<file path="src/hw/rtl/rpn_pkg.sv">
`timescale 1ns / 1ps
`default_nettype none

package rpn_pkg;

  localparam int WordW = 32;

  // input word kinds
  localparam logic [1:0] KIND_PUSH = 2'd0;
  localparam logic [1:0] KIND_ADD  = 2'd1;
  localparam logic [1:0] KIND_MUL  = 2'd2;
  localparam logic [1:0] KIND_SHOW = 2'd3;

  // result status codes
  localparam logic [1:0] ST_SHOWN = 2'd0;
  localparam logic [1:0] ST_UNDER = 2'd1;
  localparam logic [1:0] ST_OVER  = 2'd2;

  localparam logic signed [WordW-1:0] Q_MAX = 32'sh7FFF_FFFF;
  localparam logic signed [WordW-1:0] Q_MIN = 32'sh8000_0000;

  // classified command, as handed from the front end to the execute unit
  typedef enum logic [2:0] {
    OP_PUSH,
    OP_ADD,
    OP_MUL,
    OP_SHOW,
    OP_UNDER,
    OP_OVER
  } op_t;

  typedef struct packed {
    op_t                     op;
    logic signed [WordW-1:0] value;
  } cmd_t;

endpackage

`default_nettype wire

</file>
<file path="src/hw/rtl/rpn_queue.sv">
`timescale 1ns / 1ps
`default_nettype none

module rpn_queue
  import rpn_pkg::*;
(
  input  wire logic clk,
  input  wire logic rst_n,
  input  wire logic wr_valid,
  output logic      wr_ready,
  input  wire cmd_t wr_cmd,
  output logic      rd_valid,
  input  wire logic rd_ready,
  output cmd_t      rd_cmd
);

  // two-entry FIFO
  cmd_t       slot_r [2];
  logic       wr_ptr_r, rd_ptr_r;
  logic [1:0] fill_r;
  logic       push, pop;

  assign wr_ready = (fill_r != 2'd2);
  assign rd_valid = (fill_r != 2'd0);
  assign rd_cmd   = slot_r[rd_ptr_r];
  assign push     = wr_valid && wr_ready;
  assign pop      = rd_valid && rd_ready;

  always_ff @(posedge clk) begin
    if (push) begin
      slot_r[wr_ptr_r] <= wr_cmd;
    end
  end

  always_ff @(posedge clk) begin
    if (!rst_n) begin
      wr_ptr_r <= 1'b0;
      rd_ptr_r <= 1'b0;
      fill_r   <= 2'd0;
    end else begin
      if (push) wr_ptr_r <= ~wr_ptr_r;
      if (pop)  rd_ptr_r <= ~rd_ptr_r;
      fill_r <= fill_r + 2'(push) - 2'(pop);
    end
  end

endmodule

`default_nettype wire

</file>
<file path="config.mk">
export PLATFORM = sky130hd
export DESIGN_NAME = rpn_queue
export DESIGN_NICKNAME = d
export VERILOG_FILES = /design/src/hw/rtl/rpn_pkg.sv /design/src/hw/rtl/rpn_queue.sv
export SDC_FILE = /design/constraint.sdc
export NUM_CORES = 1
export LEC_CHECK = 0
export ABC_AREA = 1
export BUFFER_PORTS_ARGS = -buffer_cell sky130_fd_sc_hd__buf_2
export CAP_MARGIN = 10
export CORE_UTILIZATION = 40
export DETAILED_ROUTE_END_ITERATION = 7
export SYNTH_ARGS = -nofsm -noshare
export SYNTH_HDL_FRONTEND = slang
export SYNTH_SLANG_ARGS = --single-unit
</file>
<file path="constraint.sdc">
create_clock -name clk -period 4.9 [get_ports clk]
set_input_delay 0.735 -clock clk [delete_from_list [all_inputs] [get_ports clk]]
set_output_delay 0.735 -clock clk [all_outputs]
set_load 0.005 [all_outputs]
</file>
==> reports/results.tsv <==
stage	metric	value	unit
pwr	clock network fraction of total power	27.5	%
sta	fmax	0.364	GHz
critical_path	worst path required time	4.16	ns
logic_synthesis	Simple-Gate Fraction of Synth Area	2.70	%
detailed_routing	residual DRC count	0	
logic_synthesis	synthesized area	2920	µm²
logic_synthesis	largest family of logic cells by synthesized area	multiplexers	
cts	CTS resizes	0	
sta	Final period util	56.0	%
pwr	worst ir drop on vdd	0.229	mV
hold_path	worst min path class	register to register	
detailed_routing	WL/cell	14.0	µm
detailed_routing	Routed Wire Length	4610	µm
cts	setup bufs post-CTS	0	
logic_synthesis	post-synthesis xor/xnor area fraction	0	%
sta	Slew Viols, Final	0	
cts	TritonCTS clock tree	yes	
cts	CTS clock-pin slew for the worst setup and hold paths	0.07	ns
logic_synthesis	mux contribution to synthesized area	17.4	%
cts	Sink Count	75	
logic_synthesis	post-synthesis adder-cell area fraction	0.857	%
detailed_routing	ANT nets after route	0	
floorplan	die area	7650	µm²
grt	grt total ovfl	0	
detailed_routing	Vias	1454	
grt	Tot GR Track Use	12.9	%
pwr	P_int	1.32	mW
pwr	static leakage	1.43	nW
finish	antenna cells	0	
floorplan	core area	6910	µm²
placement	DP Wirelength	2980	µm
critical_path	reg2reg end	slot_r[0][29]$_DFFE_PP_	
critical_path	critical path data arrival time	2.01	ns
finish	storage element area	2200	µm²
critical_path	crit-path max cell delay	1.08	ns
logic_synthesis	Syn Nets	186	
finish	Core Util, Final	51.6	%
critical_path	CP Launch Type	register	
sta	Slew @ Worst Pin	1.15	ns
finish	multi-input combinational cell area	628	µm²
critical_path	reg-to-reg startpoint	fill_r[0]$_SDFF_PN0_	
critical_path	CP cell instances	mux2_2 -> buf_2	
floorplan	Initial Utilization	42.3	%
critical_path	crit path max fanout	35	
sta	final setup skew	0.00960	ns
logic_synthesis	Netlist cell types	12	
floorplan	chip height	87.4	µm
cts	CTS Hold Buffers Added	0	
sta	Post-Route Setup TNS	0	ns
sta	final hold vios	0	
critical_path	r2r worst-path depth	4	
critical_path	R2R setup slack	3.04	ns
logic_synthesis	Cells after Synth	145	
grt	vias in the first global route	1440	
logic_synthesis	Warnings, synthesis	0	
detailed_routing	via-per-instance ratio	4.43	
finish	layout cell share with drive strength beyond 1	53.9	%
cts	H-Tree Depth	3	
finish	fill cell count	609	
cts	TritonCTS Buffers	9	
pwr	sequential power share	50.4	%
detailed_routing	Initial DRT Pass Iterations	4	
pwr	power share of the combinational group	22.1	%
run_status	status	complete, no violations	
finish	area added between synthesis and finish	22.1	%
critical_path	CP Capture Type	primary output	
hold_path	hold path start	rd_ptr_r$_SDFFE_PN0P_	
detailed_routing	drt first-iter violations	59	
grt	first-pass GRT wire length	6850	µm
sta	Worst slew margin	23.0	%
pwr	Switching Share	24.7	%
floorplan	Die Wd	87.4	µm
logic_synthesis	fraction of the mapped netlist area in compound gates	0.343	%
placement	Port Buf Inserts	75	
sta	minimum clock period	2.74	ns
job	max cap viols	0	
floorplan	top-level port count	76	
pwr	PD cells	493	nW/µm²
logic_synthesis	Yosys reg bits	75	
sta	RSZ-0062 raised after global routing	false	
cts	CTS Buffer Depth	2	
critical_path	critical setup path kind	register to primary output	
logic_synthesis	register area share after synthesis	75.4	%
sta	endpoints failing setup	0	
cts	clock root cell	clkbuf_8	
cts	Clock Latency Late Sink	0.33	ns
hold_path	hold path depth	2	
placement	GP Congestion	0.699	
pwr	Net Switching	0.434	mW
finish	Final nets	269	
floorplan	Row Count	30	
logic_synthesis	Mean Syn Cell Area	20.1	µm²
grt	largest net degree at the start of global routing	36	
critical_path	Crit-path slowest cell	dfxtp_2	
grt	initial antenna violation count	0	
[state kept, by name, summed over array words and instances (netlist names), named ones only]
register / cells
slot_r: 70
fill_r: 2
rd_ptr_r: 1
wr_ptr_r: 1
[critical path, delay by kind of cell (launching register included)]
kind / cells / cell delay (ns)
flops: 1 / 1.08
buf+inv: 1 / 0.13
mux: 1 / 0.43
[cell families after synthesis]
logic type               Yosys count
AND/OR/NAND/NOR                   20
flip-flops                        75
AO/OA/AOI/OAI                      2
buffers and inverters             11
adder cells (fa/ha/maj)            2
multiplexers                      35
[cells in the mapped netlist (all sizes together)]
| library cell | count | area [µm²] |
|---|---|---|
| edfxtp | 70 | 2100 |
| nand3 | 3 | 15.0 |
| mux2 | 35 | 507 |
| inv | 7 | 26.3 |
| a21oi | 2 | 10.0 |
| buf | 4 | 71.3 |
| nor2 | 8 | 30.0 |
| nand2 | 9 | 33.8 |
| ha | 2 | 25.0 |
| dfxtp | 5 | 100 |
[power groups by stage]
stage,sequential [mW],clock (mW),combinational [mW]
after global routing,0.898,0.526,0.427
after floorplan,0.849,0,0.317
after CTS,0.890,0.502,0.397
after detailed placement,0.904,0,0.395
final,0.886,0.484,0.388
after global placement,0.900,0,0.393
[stage by stage]
stage	power (mW)	cell area, µm²	worst slack, ns	instances	hold slack [ns]
final	1.76	3560	2.16	328	0.523
after global routing	1.85	3560	2.06	328	0.548
after CTS	1.79	3560	2.11	328	0.531
after detailed placement	1.30	3360	2.47	313	0.502
after global placement	1.29	3360	2.49	313	0.489
after floorplan	1.17	2920	2.19	145	0.467
[metal layers]
metal | GRT usage (%) | wire length [µm] | up-vias
met5 | 0 | 0 | -
met1 | 12.9 | 1780 | 694
li1 | - | - | 714
met2 | 23.0 | 2490 | 40
met3 | 3.98 | 261 | 6
met4 | 8.49 | 68 | 0
[worst max-delay path by stage]
stage | start | to | slack (ns) | cells after the start
global route | register | rd_cmd[3] | 2.06 | 2
floorplan | wr_valid | slot_r[0][0]$_DFFE_PP_ | 2.19 | 2
detailed placement | register | rd_cmd[3] | 2.47 | 2
CTS | register | rd_cmd[3] | 2.11 | 2
global placement | register | rd_cmd[0] | 2.49 | 2
finish | register | rd_cmd[3] | 2.16 | 2
[final cells by class]
class                           instances  area share [%]
Clock buffer                            9            3.47
Tap cell                               96            3.37
Timing Repair Buffer                   76            10.7
Inverter                                7           0.737
Sequential cell                        75            61.8
Multi-Input combinational cell         59            17.6
Clock inverter                          6            2.25
[cell usage in the layout (no fill, tap or decap), drive strengths merged]
master and count:
a21oi 2, buf 76, bufinv 2, clkbuf 9, clkinv 3, dfxtp 5
edfxtp 70, ha 2, inv 8, mux2 35, nand2 9, nand3 3
nor2 8
Power figures use the tool's default switching activity.
