==> src/hw/rtl/rpn_pkg.sv <==
`timescale 1ns / 1ps
`default_nettype none

package rpn_pkg;

  localparam int WordW = 32;

  // input word kinds
  localparam logic [1:0] KIND_PUSH = 2'd0;
  localparam logic [1:0] KIND_ADD  = 2'd1;
  localparam logic [1:0] KIND_MUL  = 2'd2;
  localparam logic [1:0] KIND_SHOW = 2'd3;

  // result status codes
  localparam logic [1:0] ST_SHOWN = 2'd0;
  localparam logic [1:0] ST_UNDER = 2'd1;
  localparam logic [1:0] ST_OVER  = 2'd2;

  localparam logic signed [WordW-1:0] Q_MAX = 32'sh7FFF_FFFF;
  localparam logic signed [WordW-1:0] Q_MIN = 32'sh8000_0000;

  // classified command, as handed from the front end to the execute unit
  typedef enum logic [2:0] {
    OP_PUSH,
    OP_ADD,
    OP_MUL,
    OP_SHOW,
    OP_UNDER,
    OP_OVER
  } op_t;

  typedef struct packed {
    op_t                     op;
    logic signed [WordW-1:0] value;
  } cmd_t;

endpackage

`default_nettype wire

==> src/hw/rtl/rpn_front.sv <==
`timescale 1ns / 1ps
`default_nettype none

module rpn_front
  import rpn_pkg::*;
#(
  parameter int STACK_DEPTH = 64
) (
  input  wire logic                    clk,
  input  wire logic                    rst_n,
  input  wire logic                    in_valid,
  output logic                         in_ready,
  input  wire logic [1:0]              in_kind,
  input  wire logic signed [WordW-1:0] in_operand,
  output logic                         cmd_valid,
  input  wire logic                    cmd_ready,
  output cmd_t                         cmd
);

  localparam int CW = $clog2(STACK_DEPTH + 1);

  // occupancy depends on the kinds alone, so it is tracked here ahead of execution
  logic [CW-1:0] count_r, count_nxt;
  logic          accept;

  assign in_ready  = cmd_ready;
  assign cmd_valid = in_valid;
  assign accept    = in_valid && in_ready;

  always_comb begin
    cmd.value = in_operand;
    cmd.op    = OP_SHOW;
    count_nxt = count_r;
    unique case (in_kind)
      KIND_PUSH: begin
        if (count_r == CW'(STACK_DEPTH)) begin
          cmd.op = OP_OVER;
        end else begin
          cmd.op    = OP_PUSH;
          count_nxt = count_r + CW'(1);
        end
      end
      KIND_ADD, KIND_MUL: begin
        if (count_r < CW'(2)) begin
          cmd.op = OP_UNDER;
        end else begin
          cmd.op    = (in_kind == KIND_ADD) ? OP_ADD : OP_MUL;
          count_nxt = count_r - CW'(1);
        end
      end
      KIND_SHOW: begin
        cmd.op = (count_r == '0) ? OP_UNDER : OP_SHOW;
      end
      default: cmd.op = OP_SHOW;
    endcase
  end

  always_ff @(posedge clk) begin
    if (!rst_n) begin
      count_r <= '0;
    end else if (accept) begin
      count_r <= count_nxt;
    end
  end

endmodule

`default_nettype wire

==> config.mk <==
export PLATFORM = sky130hd
export DESIGN_NAME = rpn_front
export DESIGN_NICKNAME = d
export VERILOG_FILES = /design/src/hw/rtl/rpn_pkg.sv /design/src/hw/rtl/rpn_front.sv
export SDC_FILE = /design/constraint.sdc
export NUM_CORES = 1
export LEC_CHECK = 0
export ABC_AREA = 1
export BUFFER_PORTS_ARGS = -buffer_cell sky130_fd_sc_hd__buf_2
export CAP_MARGIN = 20
export CORE_AREA = 2 2 53 55
export DETAILED_ROUTE_END_ITERATION = 6
export DIE_AREA = 0 0 55 57
export PLACE_DENSITY_LB_ADDON = 0.25
export SLEW_MARGIN = 20
export SYNTH_ARGS = -nofsm -noshare
export SYNTH_HDL_FRONTEND = slang
export SYNTH_SLANG_ARGS = --single-unit
==> constraint.sdc <==
create_clock -name clk -period 2.57 [get_ports clk]
set_input_delay 0.257 -clock clk [delete_from_list [all_inputs] [get_ports clk]]
set_output_delay 0.257 -clock clk [all_outputs]
set_load 0.02 [all_outputs]
==> results.json, run 1 <==
{
  "outcome": "finished, final reports clean",
  "muxShareOfSynthArea_pct": 0,
  "power_mw": 0.443,
  "critPathCaptureType": "output port",
  "rsz0062_at_grt": "no",
  "portBuffers": 10,
  "ant_nets": 0,
  "critical-path-slowest-cell": "ha_1",
  "fin_util_pct": 35.6,
  "cts_hold_buf": 0,
  "cts_buffers": 3,
  "grt_use_total_pct": 13.3,
  "ys_types": 19,
  "post-route-drc-count": 0,
  "grt.overflow.total": 0,
  "final_cell_mix": "nand2_1, inv_1, nor2_1",
  "drt_iter0_markers": 15,
  "crit_type": "primary input to output port",
  "clock_skew_ns": 0.00310,
  "layout.cells.non_filler": 178,
  "postCtsSetupRepairBufs": 0,
  "grt_pass1_vias": 767,
  "vias": 836,
  "cp_slowest_stage_delay_ns": 0.55,
  "clock_latency_ns": 0.25,
  "finalHoldViolCount": 0,
  "fin_nets": 197,
  "ctsResizeCount": 0,
  "grt_pass1_wl_mm": 3.10,
  "grt_max_degree": 13,
  "slew_headroom_pct": 71.5,
  "syn_nets": 216,
  "wl_mm": 1.79,
  "cts_tree": "built",
  "crit_fanout": 12,
  "regMostFlops": "count_r",
  "crit_arrival_ns": 1.60,
  "synthCells": 167,
  "routedWlPerCell_um": 10.0,
  "pin_count": 75,
  "dr.pass1.iters": 4,
  "fin_tns_setup_ns": 0,
  "synthSimpleGateAreaFrac_pct": 37.1,
  "power_density_mw_per_mm2": 477,
  "slew_violations": 0,
  "whs_ns": 0.286,
  "clk_pin_slew_ns": 0.05,
  "synthAdderAreaFrac_pct": 13.6,
  "synthXorXnorAreaFrac_pct": 1.64,
  "die_w_um": 55,
  "cp_cell_sequence": "buf_2, inv_1, ha_1, inv_1, nor2_1, nand2_1, a21oi_1, buf_2",
  "ys_ff_latch": 7,
  "layout_commonest_cell": "nand2_1",
  "post-dp-hpwl_mm": 1.50,
  "antenna_found_initial": 0,
  "dp.cells": 174,
  "rows": 19,
  "period_share_pct": 72.4,
  "largest_reg_flops": 7,
  "clockBufferDepth": 2,
  "dieArea_mm2": 0.00314,
  "ir_drop_mv": 0.415,
  "area_growth_pct": -13.1,
  "antenna_cells": 0,
  "reg_top3": "count_r (7)",
  "drive_above_1_share_pct": 16.3,
  "start_util_pct": 40.9,
  "synth_warnings": 0,
  "critical_path.startpoint_type": "primary input",
  "clockRootBuffer": "clkbuf_4",
  "synth_compound_area_share_pct": 2.34,
  "maxCapViolations": 0,
  "setup_viol": 0,
  "core_mm2": 0.00262,
  "ys_seq_area_share_pct": 13.1,
  "worstMarginPinSlew_ns": 0.428,
  "critPathRequiredTime_ns": 2.31,
  "vias_per_cell": 4.70,
  "power_leakage_nw": 0.529,
  "avgSynthCellArea_um2": 6.41,
  "max_freq_mhz": 537,
  "cts_max_level": 1,
  "synth_top_family_by_area": "simple AND/OR/NAND/NOR gates",
  "die_h_um": 57,
  "cts_sinks": 7,
  "fin_crit_ns": 1.86,
  "gp_congestion": 0.765,
  "syn-cell-area_mm2": 0.00107,
  "hp-class": "primary input to flop"
}
## worst max-delay path, delay by kind of cell
family	cells	cell delay, ns
and+or+nand+nor	2	0.17
AOI/OAI and AO/OA	1	0.14
buffers and inverters	4	0.49
adders and majority gates	1	0.55
## per-stage QoR
step / area (um2) / setup WS, ns
finish: 930 / 0.709
global placement: 903 / 0.604
CTS: 930 / 0.704
detailed placement: 903 / 0.560
global route: 930 / 0.534
floorplan: 1070 / 0.830
## cell type report
class                      instances  area, um2
inverter                          24       90.1
timing repair buffer              10       50.0
tap                               31       38.8
clock buffer                       4       26.3
multi-input combinational        102        584
sequential                         7        140
fill                             308       1690
## logic make-up after synthesis
group,count (synthesis)
AOI/OAI and AO/OA,5
xor gates and xnor gates,2
adders and majority gates,11
buffers and inverters,58
DFF,7
and+or+nand+nor,84
## synthesized netlist by cell type (all sizes together)
cell | count | share of area, %
buf | 34 | 24
fa | 1 | 1.9
nand2 | 39 | 14
o21ai | 2 | 0.93
nor3b | 1 | 0.70
dfxtp | 7 | 13
nor2 | 27 | 13
nand4 | 1 | 0.59
a21oi | 3 | 1.4
inv | 24 | 8.4
ha | 10 | 12
xnor2 | 2 | 1.6
nand3 | 16 | 9.6
## power breakdown
group,switching [mW],internal [mW],leakage [nW],total [mW]
Sequential,0.0131,0.118,0.0573,0.131
Clock,0.0404,0.0592,0.0150,0.0997
Combinational,0.133,0.0788,0.456,0.212
## per-layer routing
layer / track usage (%) / up-vias / part of all wire [%]
li1: - / 437 / -
met1: 14.9 / 348 / 42
met2: 21.3 / 25 / 45
met3: 4.71 / 26 / 7.5
met4: 7.32 / 0 / 5.2
met5: 0 / - / 0
## final timing paths
path	to	cells after the start	slack, ns	start
min	count_r[2]$_SDFFE_PN0P_	3	0.29	rst_n
min reg2reg	count_r[2]$_SDFFE_PN0P_	2	0.53	count_r[2]$_SDFFE_PN0P_
max reg2reg	count_r[6]$_SDFFE_PN0P_	9	1.08	count_r[0]$_SDFFE_PN0P_
max	cmd[33]	8	0.71	in_kind[0]
No activity file was read; power rests on OpenSTA's default activity.
==> run 2: changes to the inputs <==
CORE_AREA = 2 2 55 57   (was 2 2 53 55)
DIE_AREA = 0 0 57 59   (was 0 0 55 57)
clock period = 1.8 ns   (was 2.57 ns; I/O delays follow)
==> run 2 against run 1 <==
  * Critical path depth is 1 higher
  * Global-route usage is 0.66 points lower
  * First-iteration DRC count is 53% higher
  * Clock power is 39% higher
  * Hold slack worse by 0.064 ns
  * Clock skew hardly changed
  * Power is 49% higher
  * Non-clock buffer count is 8 higher
  * Sequential cell count stayed put
  * Wire length is 4.1% higher
  * Combinational power is 58% higher
  * Critical path type unchanged
  * Largest cell class unchanged
==> results.json, run 2 (synthesized netlist as in run 1, its figures left out) <==
{
  "worst_r2r_endpoint": "count_r[6]$_SDFFE_PN0P_",
  "setup_viol": 0,
  "post-dp-hpwl_mm": 1.61,
  "period_share_pct": 92.4,
  "r2r_setup_slack_ns": 0.33,
  "fin_crit_ns": 1.66,
  "regMostFlops": "count_r",
  "clockRootBuffer": "clkbuf_4",
  "clk_pin_slew_ns": 0.05,
  "grt_pass1_vias": 825,
  "clock_latency_ns": 0.25,
  "cts_max_level": 1,
  "drive_above_1_share_pct": 21.9,
  "vias_per_cell": 4.66,
  "drt_iter0_markers": 23,
  "gp_congestion": 0.814,
  "worstMarginPinSlew_ns": 0.304,
  "crit_buf_inv": 5,
  "crit_family": "buffers and inverters",
  "min_path_cells": 3,
  "slew_violations": 0,
  "area_growth_pct": -7.02,
  "critPathCaptureType": "output port",
  "rows": 19,
  "largest_reg_flops": 7,
  "postCtsSetupRepairBufs": 0,
  "grt_max_degree": 10,
  "routedWlPerCell_um": 9.99,
  "crit_type": "primary input to output port",
  "die_h_um": 59,
  "post-place-ws_ns": -0.0556,
  "crit_fanout": 9,
  "finalHoldViolCount": 0,
  "power_density_mw_per_mm2": 663,
  "reg2reg_from": "count_r[1]$_SDFFE_PN0P_",
  "vias": 866,
  "ir_drop_mv": 0.388,
  "clockBufferDepth": 2,
  "fill_cells": 309,
  "rsz0062_at_grt": "no",
  "critPathRequiredTime_ns": 1.62,
  "start_util_pct": 39.5,
  "slew_headroom_pct": 79.7,
  "antenna_cells": 0,
  "final_cell_mix": "nand2_1, inv_1, nor2_1",
  "outcome": "finished, final reports clean",
  "cts_buffers": 3,
  "hold_end": "count_r[0]$_SDFFE_PN0P_",
  "reg_top3": "count_r (7)",
  "grt.overflow.total": 0,
  "die_w_um": 57,
  "pin_count": 75,
  "power_leakage_nw": 0.569,
  "whs_ns": 0.222,
  "cp_slowest_stage_delay_ns": 0.46,
  "setup_slack_ns": 0.136,
  "ant_nets": 0,
  "crit_arrival_ns": 1.48,
  "portBuffers": 10,
  "grt_pass1_wl_mm": 3.39,
  "min_from": "rst_n",
  "maxCapViolations": 0,
  "core_mm2": 0.00271,
  "cts_sinks": 7,
  "layout_commonest_cell": "nand2_1",
  "dieArea_mm2": 0.00336,
  "critical-path-slowest-cell": "ha_1",
  "grt_use_total_pct": 12.6,
  "critical_path.startpoint_type": "primary input",
  "hp-class": "primary input to flop",
  "dr.pass1.iters": 4,
  "cp_cell_sequence": "buf_2, inv_1, ha_1, buf_4, inv_1, nor2_1, nand2_1, a21oi_1, buf_2",
  "antenna_found_initial": 0,
  "post-route-drc-count": 0,
  "multi_input_area_um2": 589,
  "clock_skew_ns": 0.00338,
  "wl_mm": 1.86,
  "ff_latch_area_um2": 140,
  "cts_tree": "built",
  "max_freq_mhz": 601,
  "ff2ff_path_depth": 9,
  "fin_nets": 205
}
[run 2: changes by cell type in the layout (fill, tap and decap cells not counted)]
cell,before,now
buf_4,0,8
nor2_1,20,18
nor2_2,4,6
[run 2: through the flow]
step	total power, mW	utilization [%]	cells	area, um2	setup TNS [ns]
2_1_floorplan	0.539	-	167	1070	0
3_3_place_gp	0.521	35.5	182	963	-0.0631
3_5_place_dp	0.525	35.5	182	963	-0.128
4_1_cts	0.670	36.5	186	990	0
5_1_grt	0.737	36.7	186	995	0
6_report	0.660	36.7	186	995	0
[run 2: power by group]
| group | switching (mW) | leakage (nW) | internal [mW] |
|---|---|---|---|
| clock network | 0.0545 | 0.0150 | 0.0844 |
| logic | 0.202 | 0.497 | 0.133 |
| registers | 0.0173 | 0.0573 | 0.169 |
[run 2: repair_timing]
item | in CTS | in global routing
hold buffers | 0 | 0
gates resized for setup | 0 | 2
endpoints found under the setup margin | 0 | 2
[run 2: tightest hold or removal path, delay by kind of cell]
| kind | cells | cell delay, ns |
|---|---|---|
| simple gates | 2 | 0.10 |
| buf+inv | 1 | 0.14 |
[run 2: worst max-delay path by stage]
| stage | depth (start not counted) | to | startpoint |
|---|---|---|---|
| 2_1_floorplan | 11 | count_r[6]$_SDFFE_PN0P_ | in_kind[0] |
| 3_3_place_gp | 12 | count_r[6]$_SDFFE_PN0P_ | in_kind[0] |
| 3_5_place_dp | 13 | count_r[4]$_SDFFE_PN0P_ | in_kind[0] |
| 4_1_cts | 6 | cmd[34] | count_r[3]$_SDFFE_PN0P_ |
| 5_1_grt | 9 | cmd[33] | in_kind[1] |
| 6_report | 9 | cmd[33] | in_kind[0] |
[run 2: cell type report]
cell class | count | share of cell area (%)
clock buffer | 4 | 2.64
inverter | 24 | 9.06
multi-input combinational | 102 | 59.2
sequential | 7 | 14.1
tap | 31 | 3.90
timing repair buffer | 18 | 11.1
[run 2: routing by layer]
layer  wire length (um)  share of wire (%)  track usage, %
met2                867                 47            22.5
met4                 44                2.4            4.65
met1                819                 44            14.4
met5                  0                  0               0
met3                127                6.8            3.49
